## src/hdl/xkc_pkg.sv

```systemverilog
// Shared types, constants and the CRC-8 byte update for the XOR-key cipher.
package xkc_pkg;

  localparam int unsigned NumLanes = 4;
  localparam logic [7:0] CrcStart = 8'h7F;
  localparam logic [7:0] CrcPolyRefl = 8'h8C;
  localparam logic [2:0] FullCount = 3'd4;
  localparam logic [0:0] RegDecryptMode = 1'b0;

  typedef struct packed {
    logic [31:0] data_word;
    logic [2:0]  byte_count;
    logic [31:0] cipher_key;
    logic        first_word;
    logic        last_word;
  } xkc_in_t;

  typedef struct packed {
    logic [31:0] data_out;
    logic [2:0]  out_byte_count;
    logic [7:0]  checksum;
    logic        last_out;
  } xkc_out_t;

  // What one byte lane hands to the merging stage.
  typedef struct packed {
    logic       en;
    logic [7:0] ct;
    logic [7:0] pt;
  } xkc_lane_t;

  // Reflected CRC-8 update of one byte, polynomial 0x8C.
  function automatic logic [7:0] crc8_byte(input logic [7:0] crc, input logic [7:0] b);
    logic [7:0] c;
    c = crc ^ b;
    for (int i = 0; i < 8; i++) begin
      c = c[0] ? ((c >> 1) ^ CrcPolyRefl) : (c >> 1);
    end
    return c;
  endfunction

endpackage

```

## src/hdl/xkc_lane.sv

```systemverilog
// One byte lane: XOR of a data byte with its key byte and plaintext selection.
module xkc_lane (
  input  logic              en_i,
  input  logic              full_i,
  input  logic              decrypt_i,
  input  logic [7:0]        data_i,
  input  logic [7:0]        key_full_i,
  input  logic [7:0]        key_low_i,
  output xkc_pkg::xkc_lane_t lane_o
);
  import xkc_pkg::*;

  logic [7:0] key_byte;
  logic [7:0] xored;

  // A full word uses its own key byte; a short word uses the key's low byte.
  assign key_byte = full_i ? key_full_i : key_low_i;
  assign xored    = data_i ^ key_byte;

  assign lane_o.en = en_i;
  assign lane_o.ct = en_i ? xored : 8'h00;
  assign lane_o.pt = decrypt_i ? xored : data_i;
endmodule

```

## src/hdl/xkc_merge.sv

```systemverilog
// Merging stage: assembles the output word and runs the CRC over lane plaintext.
module xkc_merge (
  input  xkc_pkg::xkc_lane_t [3:0] lanes_i,
  input  logic                     full_i,
  input  logic [2:0]               count_i,
  input  logic                     first_i,
  input  logic                     last_i,
  input  logic [7:0]               crc_q_i,
  output logic [7:0]               crc_d_o,
  output xkc_pkg::xkc_out_t        res_o
);
  import xkc_pkg::*;

  logic [7:0] crc_start;
  logic [7:0] crc1;
  logic [7:0] crc2;
  logic [7:0] crc3;
  logic [1:0] n_bytes;

  assign crc_start = first_i ? CrcStart : crc_q_i;
  // A full word feeds only its low byte; a short word feeds each valid byte.
  assign n_bytes   = full_i ? 2'd1 : count_i[1:0];

  assign crc1 = crc8_byte(crc_start, lanes_i[0].pt);
  assign crc2 = crc8_byte(crc1, lanes_i[1].pt);
  assign crc3 = crc8_byte(crc2, lanes_i[2].pt);

  always_comb begin
    case (n_bytes)
      2'd0:    crc_d_o = crc_start;
      2'd1:    crc_d_o = crc1;
      2'd2:    crc_d_o = crc2;
      2'd3:    crc_d_o = crc3;
      default: crc_d_o = crc_start;
    endcase
  end

  assign res_o.data_out       = {lanes_i[3].ct, lanes_i[2].ct, lanes_i[1].ct, lanes_i[0].ct};
  assign res_o.out_byte_count = count_i;
  assign res_o.checksum       = crc_d_o;
  assign res_o.last_out       = last_i;
endmodule

```

## src/hdl/xor_key_cipher_with_crc8.sv

```systemverilog
// Top level of the XOR-key packet cipher with a running CRC-8 checksum.
//
// Input channel: one transaction carries one little-endian packet word with
// its byte count, the packet key and first/last marks. Output channel: one
// transaction per input word carrying the transformed word, the effective
// byte count, the running checksum after that word and the last mark.
// The decrypt_mode register sits at byte address 0 of the APB-style port;
// it selects whether the checksum covers input (encrypt) or output
// (decrypt) bytes. It should only be written while the block is idle.
// A word accepted on the input is offered on the output from the next cycle.
// Throughput is one word per cycle while results are taken; a combinational
// chain of up to three CRC byte updates feeds the checksum register.
// The output register frees itself when the receiver takes a transaction, so
// input and output move in the same cycle. When the receiver stalls, the
// result holds and the input is refused until it is taken.
// Reset clears the output valid, restarts the checksum at 0x7F and selects
// encrypt mode.
module xor_key_cipher_with_crc8 (
  input  logic              clk_i,
  input  logic              rst_ni,
  input  logic              in_valid_i,
  output logic              in_ready_o,
  input  xkc_pkg::xkc_in_t  in_data_i,
  output logic              out_valid_o,
  input  logic              out_ready_i,
  output xkc_pkg::xkc_out_t out_data_o,
  input  logic              psel,
  input  logic              penable,
  input  logic              pwrite,
  input  logic [2:0]        paddr,
  input  logic [31:0]       pwdata,
  output logic [31:0]       prdata,
  output logic              pready
);
  import xkc_pkg::*;

  logic              decrypt_q;
  logic              decrypt_d;
  logic [7:0]        crc_q;
  logic [7:0]        crc_d;
  logic              out_valid_q;
  logic              out_valid_d;
  xkc_out_t          out_q;
  xkc_out_t          res;
  logic              in_fire;
  logic [2:0]        count_sat;
  logic              full;
  xkc_lane_t [3:0]   lanes;

  // Register index comes from the word address bit; register 0 is the mode.
  assign pready = 1'b1;
  assign prdata = (paddr[2] == RegDecryptMode) ? {31'd0, decrypt_q} : 32'd0;
  assign decrypt_d = (psel && penable && pwrite && (paddr[2] == RegDecryptMode))
                     ? pwdata[0] : decrypt_q;

  // Counts above four are treated as a full word.
  assign count_sat = (in_data_i.byte_count > FullCount) ? FullCount : in_data_i.byte_count;
  assign full      = (count_sat == FullCount);

  // The output register accepts a new transaction when empty or being drained.
  assign in_ready_o = !out_valid_q || out_ready_i;
  assign in_fire    = in_valid_i && in_ready_o;

  for (genvar g = 0; g < NumLanes; g++) begin : g_lane
    xkc_lane u_lane (
      .en_i       (full || (3'(g) < count_sat)),
      .full_i     (full),
      .decrypt_i  (decrypt_q),
      .data_i     (in_data_i.data_word[8*g +: 8]),
      .key_full_i (in_data_i.cipher_key[8*g +: 8]),
      .key_low_i  (in_data_i.cipher_key[7:0]),
      .lane_o     (lanes[g])
    );
  end

  xkc_merge u_merge (
    .lanes_i (lanes),
    .full_i  (full),
    .count_i (count_sat),
    .first_i (in_data_i.first_word),
    .last_i  (in_data_i.last_word),
    .crc_q_i (crc_q),
    .crc_d_o (crc_d),
    .res_o   (res)
  );

  assign out_valid_d = in_fire ? 1'b1 : (out_ready_i ? 1'b0 : out_valid_q);

  always_ff @(posedge clk_i or negedge rst_ni) begin
    if (!rst_ni) begin
      decrypt_q   <= 1'b0;
      crc_q       <= CrcStart;
      out_valid_q <= 1'b0;
    end else begin
      decrypt_q   <= decrypt_d;
      out_valid_q <= out_valid_d;
      if (in_fire) begin
        crc_q <= crc_d;
      end
    end
  end

  // The payload register needs no reset; it is qualified by out_valid_q.
  always_ff @(posedge clk_i) begin
    if (in_fire) begin
      out_q <= res;
    end
  end

  assign out_valid_o = out_valid_q;
  assign out_data_o  = out_q;
endmodule
```

## config.mk

```make
export PLATFORM = sky130hd
export DESIGN_NAME = xor_key_cipher_with_crc8
export DESIGN_NICKNAME = d
export VERILOG_FILES = /design/src/hdl/xkc_pkg.sv /design/src/hdl/xkc_lane.sv /design/src/hdl/xkc_merge.sv /design/src/hdl/xor_key_cipher_with_crc8.sv
export SDC_FILE = /design/constraint.sdc
export NUM_CORES = 1
export LEC_CHECK = 0
export ABC_CLOCK_PERIOD_IN_PS = 3900
export BUFFER_PORTS_ARGS = -buffer_cell sky130_fd_sc_hd__buf_2
export CORE_MARGIN = 2
export CORE_UTILIZATION = 49
export CTS_BUF_LIST = sky130_fd_sc_hd__clkbuf_4 sky130_fd_sc_hd__clkbuf_8 sky130_fd_sc_hd__clkbuf_16
export DETAILED_ROUTE_END_ITERATION = 8
export PLACE_DENSITY_LB_ADDON = 0.2
export SLEW_MARGIN = 20
export SYNTH_ARGS = -nofsm -noshare
export SYNTH_HDL_FRONTEND = slang
export SYNTH_SLANG_ARGS = --single-unit
```

## constraint.sdc

```tcl
create_clock -name clk_i -period 3.9 [get_ports clk_i]
set_clock_uncertainty 0.15 [all_clocks]
set_input_delay 0.78 -clock clk_i [delete_from_list [all_inputs] [get_ports clk_i]]
set_output_delay 0.78 -clock clk_i [all_outputs]
set_load 0.05 [all_outputs]
```

==> results of run 1 <==
## per-layer routing
layer / GRT usage, % / up-vias
li1: - / 1737
met1: 28.6 / 1677
met2: 39.0 / 128
met3: 2.53 / 16
met4: 6.22 / 0
met5: 0 / -
## state kept, by name (all words and copies together), names as in the netlist
| signal | count |
|---|---|
| decrypt_q | 1 |
| out_data_o | 44 |
| crc_q | 8 |
| out_valid_o | 1 |
## path summary, 6_finish.rpt
check	from	to	slack [ns]	cells past startpoint
setup / recovery	in_data_i[1]	out_data_o[7]	0.05	11
hold / removal	rst_ni	out_valid_o	0.15	1
setup reg to reg	crc_q[0]	out_data_o[7]	0.06	10
hold reg to reg	crc_q[1]	crc_q[1]	0.39	2
max in group asynchronous	rst_ni	crc_q[1]	3.19	1
min in group clk_i	crc_q[1]	crc_q[1]	0.39	2
## cell families (layout without fill, tap and decap cells)
kind of cell / count (synthesis) / in the layout / share of synthesized area [%]
muxes: 8 / 8 / 1.90
buffers and inverters: 53 / 226 / 7.20
xor gates and xnor gates: 125 / 125 / 35.3
other: 2 / 32 / 0.168
and+or+nand+nor: 112 / 112 / 12.0
AOI/OAI and AO/OA: 62 / 62 / 8.04
DFF: 54 / 54 / 35.4
## cell type report
cell class                      instances  area share, %
Clock buffer                            6           1.57
Clock inverter                          2          0.294
Inverter                                3          0.189
Multi-Input combinational cell        339           46.9
Sequential cell                        54           26.5
Tap cell                              108           2.27
Timing Repair Buffer                  215           22.2
## per-stage QoR
step,std cells,TNS [ns],hold WS [ns]
after floorplan,446,0,0.334
after global placement,698,-1.60,0.346
after detailed placement,698,-1.92,0.356
after CTS,706,0,0.156
after global routing,727,-0.0516,0.152
final,727,0,0.150
## cells in the mapped netlist (2+ instances only)
library cell	number
dfstp_2	7
buf_4	32
xor2_1	37
xnor3_2	4
a31oi_1	4
xnor2_1	52
nand2_1	30
xor3_2	2
mux2_2	4
buf_1	2
and2_1	22
edfxtp_1	44
inv_1	3
xor3_1	8
and2_0	4
nor2b_1	11
o21ai_0	34
o211ai_1	2
clkbuf_1	14
conb_1	2
nand2b_1	4
buf_2	2
a21oi_1	10
xnor3_1	17
mux2i_1	4
o22ai_1	4
xnor2_2	5
o2111ai_1	2
nor2_1	37
dfrtp_1	3
## repair_timing
item / 4_1_cts / 5_1_grt
setup buffers: 0 / 21
gates resized for setup: 0 / 30
setup endpoints to repair: 0 / 3
endpoints found under the hold margin: 0 / 0
## critical path, delay by kind of cell
family	cells	cell delay, ns
xor gates and xnor gates	6	2.37
buffers and inverters	2	0.27
AOI/OAI and AO/OA	1	0.24
and+or+nand+nor	2	0.13
==> flow_metrics.env, run 1 <==
export IMPL_status="completed"
export IMPL_dp_hpwl_mm=8.72
export IMPL_die_x_um=99.5
export IMPL_setup_slack_ns=0.0480
export IMPL_clockBufferDepth=2
export IMPL_grt_max_degree=30
export IMPL_wl_met2_mm=5.78
export IMPL_grt_pass1_vias=3302
export IMPL_synth_top_cells_by_area="edfxtp_1 (30%), xnor2_1 (10%), xnor3_1 (8.6%), xor2_1 (7.3%), buf_4 (5.4%)"
export IMPL_rsz0062_at_grt="yes"
export IMPL_met3WireLength_um=582
export IMPL_tightestPinTransition_ns=0.656
export IMPL_die_y_um=99.5
export IMPL_fin_util_pct=68.0
export IMPL_cts_root_buffer="clkbuf_8"
export IMPL_grt_pass1_wl_mm=16.7
export IMPL_start_kind="primary input"
export IMPL_wl_per_cell_um=15.8
export IMPL_nets=729
export IMPL_syn_cell_area_um2=4470
export IMPL_antenna_found_initial=0
export IMPL_slew_headroom_pct=56.2
export IMPL_cp_data_arrival_time_ns=3.80
export IMPL_viasPerCell=4.89
export IMPL_finalSetupViolations=0
export IMPL_start_util_pct=51.0
export IMPL_min_period_over_period_pct=98.8
export IMPL_final_cell_mix="buf_2 (123), buf_4 (89), xnor2_1 (46), edfxtp_1 (44), xor2_1 (37)"
export IMPL_place_ws_ns=-0.264
export IMPL_num_vias=3558
export IMPL_postSynthCellCount=416
export IMPL_ys_types=40
export IMPL_fillerInstances=667
export IMPL_num_rows=34
export IMPL_clk_pin_slew_ns=0.11
export IMPL_ys_ff_latch=54
export IMPL_tritoncts="yes"
export IMPL_fmax_ghz=0.260
export IMPL_insertion_delay_ns=0.32
export IMPL_cts_sinks=54
export IMPL_grt_util_all_layers_pct=22.0
export IMPL_criticalPathCategory="primary input to register"
export IMPL_ios=190
export IMPL_hold_violations=0
export IMPL_area_growth_pct=33.5
export IMPL_dpl_cell_area_um2=5610
export IMPL_hold_buffers=0
export IMPL_dieArea_um2=9900
export IMPL_firstDrtPassIters=4
export IMPL_final_common_cell="buf_2"
export IMPL_multi_input_comb_area_um2=2800
export IMPL_seq_area_um2=1580
export IMPL_place_gp_congestion=0.913
export IMPL_wl_met1_mm=4.88
export IMPL_coreArea_um2=8760
export IMPL_antennaDiodeCount=0
export IMPL_slew_violations=0
export IMPL_worst_path_max_fanout=8
export IMPL_cpPeakStageDelay_ns=0.47
export IMPL_slowest_stage="xnor3_2"
export IMPL_yosys_area_top_type_share_pct=29.6
export IMPL_synth_warnings=0
export IMPL_numPortBuffers=124
export IMPL_synth_seq_area_share_pct=35.4
export IMPL_synth_area_leader_cell="edfxtp_1"
export IMPL_remaining_drc_errors=0
export IMPL_synthFlopType="edfxtp_1"
export IMPL_cap_violations=0
export IMPL_routed_top_layer="met4"
export IMPL_drive_gt1_share_pct=44.4
export IMPL_htree_num_levels=2
export IMPL_avgSynthCellArea_um2=10.7
export IMPL_holdCritPathClass="primary input to asynchronous set/reset pin"
export IMPL_final_area_um2=5960
export IMPL_grt_ovfl_total=0
export IMPL_wl_mm=11.5
export IMPL_ant_nets=0
export IMPL_worstSetupEndpointType="register"
export IMPL_cts_buffers_inserted=5
export IMPL_synth_edf_count=44
export IMPL_drt_iter0_drc=129
export IMPL_synthArstFlopShare_pct=18.5
export IMPL_critical_path_cell_chain="buf_6 -> nor2_4 -> xor3_2 -> xnor3_2 -> xnor3_2 -> xor3_2 -> xnor3_1 -> buf_4 -> xnor3_1 -> o221a_2 -> nor2_2"
export IMPL_worstPathRequired_ns=3.84
export IMPL_post_route_min_period_ns=3.85
Power of run 1 is not shown: default switching activity piles up to over one toggle a cycle in this logic, so the estimate is an artifact.
==> inputs of run 2 (changes only) <==
--- a/config.mk
+++ b/config.mk
@@ -5,14 +5,15 @@
 export SDC_FILE = /design/constraint.sdc
 export NUM_CORES = 1
 export LEC_CHECK = 0
+export ABC_AREA = 1
 export ABC_CLOCK_PERIOD_IN_PS = 3900
 export BUFFER_PORTS_ARGS = -buffer_cell sky130_fd_sc_hd__buf_2
 export CORE_MARGIN = 2
-export CORE_UTILIZATION = 49
+export CORE_UTILIZATION = 50
 export CTS_BUF_LIST = sky130_fd_sc_hd__clkbuf_4 sky130_fd_sc_hd__clkbuf_8 sky130_fd_sc_hd__clkbuf_16
 export DETAILED_ROUTE_END_ITERATION = 8
 export PLACE_DENSITY_LB_ADDON = 0.2
-export SLEW_MARGIN = 20
 export SYNTH_ARGS = -nofsm -noshare
 export SYNTH_HDL_FRONTEND = slang
+export SYNTH_HIERARCHICAL = 1
 export SYNTH_SLANG_ARGS = --single-unit
==> flow_metrics.env, run 2 <==
export IMPL_slew_headroom_pct=55.2
export IMPL_slew_violations=0
export IMPL_power_density_nw_per_um2=776
export IMPL_ir_drop_mv=0.389
export IMPL_ios=190
export IMPL_die_x_um=117
export IMPL_firstDrtPassIters=5
export IMPL_place_gp_congestion=0.872
export IMPL_start_util_pct=51.0
export IMPL_worst_path_max_fanout=6
export IMPL_grt_max_degree=37
export IMPL_largest_reg_flops=44
export IMPL_dp_cells=1317
export IMPL_setup_slack_ns=0.121
export IMPL_grt_ovfl_total=0
export IMPL_finalSetupViolations=0
export IMPL_status="completed"
export IMPL_criticalPathCategory="primary input to register"
export IMPL_worstSetupEndpointType="register"
export IMPL_final_common_cell="nand2_1"
export IMPL_rsz0062_at_grt="yes"
export IMPL_antenna_found_initial=1
export IMPL_cap_violations=0
export IMPL_numPortBuffers=124
export IMPL_cts_sinks=54
export IMPL_remaining_drc_errors=0
export IMPL_place_ws_ns=-0.297
export IMPL_nets=1280
export IMPL_post_route_min_period_ns=3.78
export IMPL_grt_pass1_vias=5636
export IMPL_leakage_nw=4.61
export IMPL_num_rows=41
export IMPL_cts_root_buffer="clkbuf_16"
export IMPL_insertion_delay_ns=0.31
export IMPL_final_area_um2=8140
export IMPL_final_setup_tns_ns=0
export IMPL_final_cell_mix="nand2_1 (321), inv_1 (146), buf_2 (123), nand3_2 (92), buf_4 (88)"
export IMPL_r2r_cells=29
export IMPL_wl_mm=17.4
export IMPL_fin_cells=1343
export IMPL_hold_buffers=0
export IMPL_grt_util_all_layers_pct=24.1
export IMPL_dieArea_um2=13800
export IMPL_drive_gt1_share_pct=41.2
export IMPL_min_period_over_period_pct=96.9
export IMPL_dp_hpwl_mm=13.2
export IMPL_worstPathRequired_ns=3.76
export IMPL_slowest_stage="xor2_4"
export IMPL_synth_warnings=6
export IMPL_cpPeakStageDelay_ns=0.20
export IMPL_tightestPinTransition_ns=0.669
export IMPL_dpl_cell_area_um2=7140
export IMPL_start_kind="primary input"
export IMPL_htree_num_levels=2
export IMPL_grt_pass1_wl_mm=25.9
export IMPL_num_vias=6480
export IMPL_ant_nets=0
export IMPL_crit_path_frequent_cell="nand2_2"
export IMPL_drt_iter0_drc=431
export IMPL_holdCritPathClass="primary input to asynchronous set/reset pin"
export IMPL_fmax_ghz=0.265
export IMPL_viasPerCell=4.83
export IMPL_wl_per_cell_um=13.0
export IMPL_hold_violations=0
export IMPL_fillerInstances=1107
export IMPL_coreArea_um2=12600
export IMPL_syn_cell_area_um2=6410
export IMPL_clockBufferDepth=2
export IMPL_clk_pin_slew_ns=0.07
export IMPL_tritoncts="yes"
export IMPL_cts_buffers_inserted=5
export IMPL_avgSynthCellArea_um2=6.35
export IMPL_die_y_um=117
export IMPL_postSynthCellCount=1011
export IMPL_hold_ws_ns=0.177
export IMPL_area_growth_pct=26.9
export IMPL_cp_data_arrival_time_ns=3.64
run 2: critical path, delay by kind of cell:
kind	cells	cell delay (ns)
xor+xnor	2	0.38
buf+inv	5	0.49
simple gates	23	2.01
run 2: per-layer routing:
layer	routed length [um]	part of all wire, %	GRT usage (%)
met4	502	2.9	9.73
met3	879	5.0	1.80
met2	8420	48	40.7
met5	0	0	0
met1	7630	44	32.0
run 2: metrics by stage:
step           power (mW)  utilization (%)
2_1_floorplan        3.68                -
3_3_place_gp         4.65             56.8
3_5_place_dp         4.71             56.8
4_1_cts              5.19             58.0
5_1_grt              6.81             64.8
6_report             6.31             64.8
run 2: final cells by class:
| cell class | instances | area, um^2 | share of cell area [%] |
|---|---|---|---|
| clock inverters | 3 | 21.3 | 0.261 |
| repair buffers | 215 | 1350 | 16.6 |
| repair inverters | 1 | 8.76 | 0.108 |
| flip-flops and latches | 54 | 1580 | 19.4 |
| clock buffers | 5 | 125 | 1.54 |
| inverters | 168 | 671 | 8.24 |
| well taps | 172 | 215 | 2.64 |
| diodes | 1 | 2.50 | 0.0307 |
| multi-input cells | 724 | 4160 | 51.2 |
run 2: final timing paths:
check                      slack [ns]          start       endpoint
setup / recovery                 0.12  in_data_i[36]  out_data_o[2]
hold / removal                   0.18         rst_ni    out_valid_o
setup reg to reg                 0.32      decrypt_q  out_data_o[2]
hold reg to reg                  0.32       crc_q[5]       crc_q[5]
max in group asynchronous        3.16         rst_ni       crc_q[1]
min in group clk_i               0.32       crc_q[5]       crc_q[5]
run 2: where the power goes:
part / switching, mW / internal (mW)
registers: 0.0402 / 0.770
clock network: 0.226 / 0.239
logic: 3.15 / 1.89
total: 3.42 / 2.90
run 2: what timing repair did:
action                     CTS  global route
gates resized for setup      0           178
setup endpoints to repair    0            16
buffers inserted             0            15
Power figures use the tool's default switching activity.
==> inputs of run 3 (changes only) <==
--- a/config.mk
+++ b/config.mk
@@ -13,6 +13,7 @@
 export CTS_BUF_LIST = sky130_fd_sc_hd__clkbuf_4 sky130_fd_sc_hd__clkbuf_8 sky130_fd_sc_hd__clkbuf_16
 export DETAILED_ROUTE_END_ITERATION = 8
 export PLACE_DENSITY_LB_ADDON = 0.2
+export REMOVE_ABC_BUFFERS = 1
 export SYNTH_ARGS = -nofsm -noshare
 export SYNTH_HDL_FRONTEND = slang
 export SYNTH_HIERARCHICAL = 1
==> flow_metrics.env, run 3 (synthesis results as in run 2) <==
export IMPL_num_rows=41
export IMPL_dieArea_um2=13800
export IMPL_clockBufferDepth=2
export IMPL_hold_buffers=0
export IMPL_criticalPathCategory="primary input to register"
export IMPL_cp_data_arrival_time_ns=3.70
export IMPL_tightestPinTransition_ns=1.03
export IMPL_final_cell_mix="nand2_1 (303), inv_1 (145), buf_2 (123), nand2_2 (85), nand3_2 (84)"
export IMPL_numPortBuffers=124
export IMPL_drt_iter0_drc=375
export IMPL_p_sw_share_pct=54.1
export IMPL_slew_headroom_pct=31.3
export IMPL_power_density_nw_per_um2=813
export IMPL_cts_buffers_inserted=5
export IMPL_hold_violations=0
export IMPL_min_period_over_period_pct=98.5
export IMPL_ant_nets=0
export IMPL_place_gp_congestion=0.876
export IMPL_grt_util_all_layers_pct=22.8
export IMPL_ios=190
export IMPL_grt_ovfl_total=0
export IMPL_rsz0062_at_grt="yes"
export IMPL_slew_violations=0
export IMPL_crit_path_frequent_cell="nand2_4"
export IMPL_worst_path_max_fanout=8
export IMPL_post_route_min_period_ns=3.84
export IMPL_p_sw_mw=3.65
export IMPL_start_kind="primary input"
export IMPL_slowest_stage="xor2_4"
export IMPL_grt_pass1_wl_mm=24.5
export IMPL_tritoncts="yes"
export IMPL_grt_pass1_vias=5216
export IMPL_remaining_drc_errors=0
export IMPL_fin_cells=1329
export IMPL_grt_max_degree=45
export IMPL_die_x_um=117
export IMPL_drive_gt1_share_pct=42.4
export IMPL_start_util_pct=51.0
export IMPL_holdCritPathClass="primary input to asynchronous set/reset pin"
export IMPL_worstPathRequired_ns=3.76
export IMPL_leakage_nw=4.68
export IMPL_finalSetupViolations=0
export IMPL_htree_num_levels=2
export IMPL_ir_drop_mv=0.425
export IMPL_viasPerCell=4.81
export IMPL_largest_reg_flops=44
export IMPL_num_vias=6396
export IMPL_seqPwrFrac_pct=12.0
export IMPL_dp_cells=1307
export IMPL_clk_pin_slew_ns=0.07
export IMPL_firstDrtPassIters=7
export IMPL_die_y_um=117
export IMPL_status="completed"
export IMPL_worstSetupEndpointType="register"
export IMPL_cap_violations=0
export IMPL_fin_util_pct=66.0
export IMPL_final_common_cell="nand2_1"
export IMPL_internal_power_mw=3.09
export IMPL_hold_ws_ns=0.171
export IMPL_area_growth_pct=29.4
export IMPL_insertion_delay_ns=0.30
export IMPL_dp_hpwl_mm=12.2
export IMPL_final_setup_tns_ns=0
export IMPL_cts_root_buffer="clkbuf_16"
export IMPL_p_total_mw=6.75
export IMPL_wl_per_cell_um=13.0
export IMPL_comb_power_share_pct=80.9
export IMPL_cpPeakStageDelay_ns=0.22
export IMPL_coreArea_um2=12600
export IMPL_power_frac_clock_pct=7.1
export IMPL_antenna_found_initial=0
export IMPL_cts_sinks=54
export IMPL_wl_mm=17.2
export IMPL_nets=1267
export IMPL_antennaDiodeCount=0
export IMPL_fmax_ghz=0.260
==> run 3: cell types whose count changed in the layout (fill, tap and decap cells not counted), sizes merged <==
cell      previous run  this run
buf                214       200
clkbuf               6         9
clkinv               4         1
clkinvlp             1         0
diode                1         0
inv                167       169
==> run 3: timing repair <==
action                                  in CTS  in global routing
cloned                                       0                  3
gates resized for setup                     10                232
pin swaps                                    4                101
buffers inserted                             0                 11
endpoints found under the setup margin       4                 16
==> run 3: worst max-delay path, delay by kind of cell <==
kind | cells | cell delay (ns)
xor+xnor | 1 | 0.22
simple gates | 25 | 2.25
buf+inv | 5 | 0.45
==> run 3: path summary, 6_finish.rpt <==
kind | startpoint | endpoint | slack, ns | cells past startpoint
min in group clk_i | crc_q[4] | crc_q[4] | 0.32 | 2
setup / recovery | in_data_i[36] | out_data_o[7] | 0.06 | 31
max in group asynchronous | rst_ni | crc_q[5] | 3.18 | 1
hold reg to reg | crc_q[4] | crc_q[4] | 0.32 | 2
hold / removal | rst_ni | decrypt_q | 0.17 | 1
setup reg to reg | decrypt_q | out_data_o[7] | 0.27 | 27
==> run 3: power by group through the flow <==
stage / Combinational, mW / Clock (mW) / Sequential, mW
after floorplan: 2.46 / 0 / 1.03
after global placement: 3.84 / 0 / 0.821
after detailed placement: 3.89 / 0 / 0.822
after CTS: 3.95 / 0.484 / 0.810
after global routing: 5.86 / 0.506 / 0.821
final: 5.46 / 0.477 / 0.809
==> run 3: area by class of cell <==
cell class	instances	area, um^2
multi-input combinational	724	4380
fill	1113	4270
sequential	54	1580
timing repair buffer	202	1290
inverter	168	678
tap	172	215
clock buffer	7	140
timing repair inverter	1	11.3
clock inverter	1	6.26
==> run 3: through the flow <==
stage | instance area (um^2) | worst slack [ns]
after floorplan | 5710 | 0.354
after global placement | 7050 | -0.294
after detailed placement | 7050 | -0.364
after CTS | 7230 | 0.00540
after global routing | 8300 | -0.139
final | 8300 | 0.0582
==> run 3: metal layers <==
| layer | global-route usage (%) | routed length (um) |
|---|---|---|
| met5 | 0 | 0 |
| met4 | 7.84 | 349 |
| met3 | 2.99 | 625 |
| met2 | 37.7 | 8660 |
| met1 | 30.7 | 7590 |
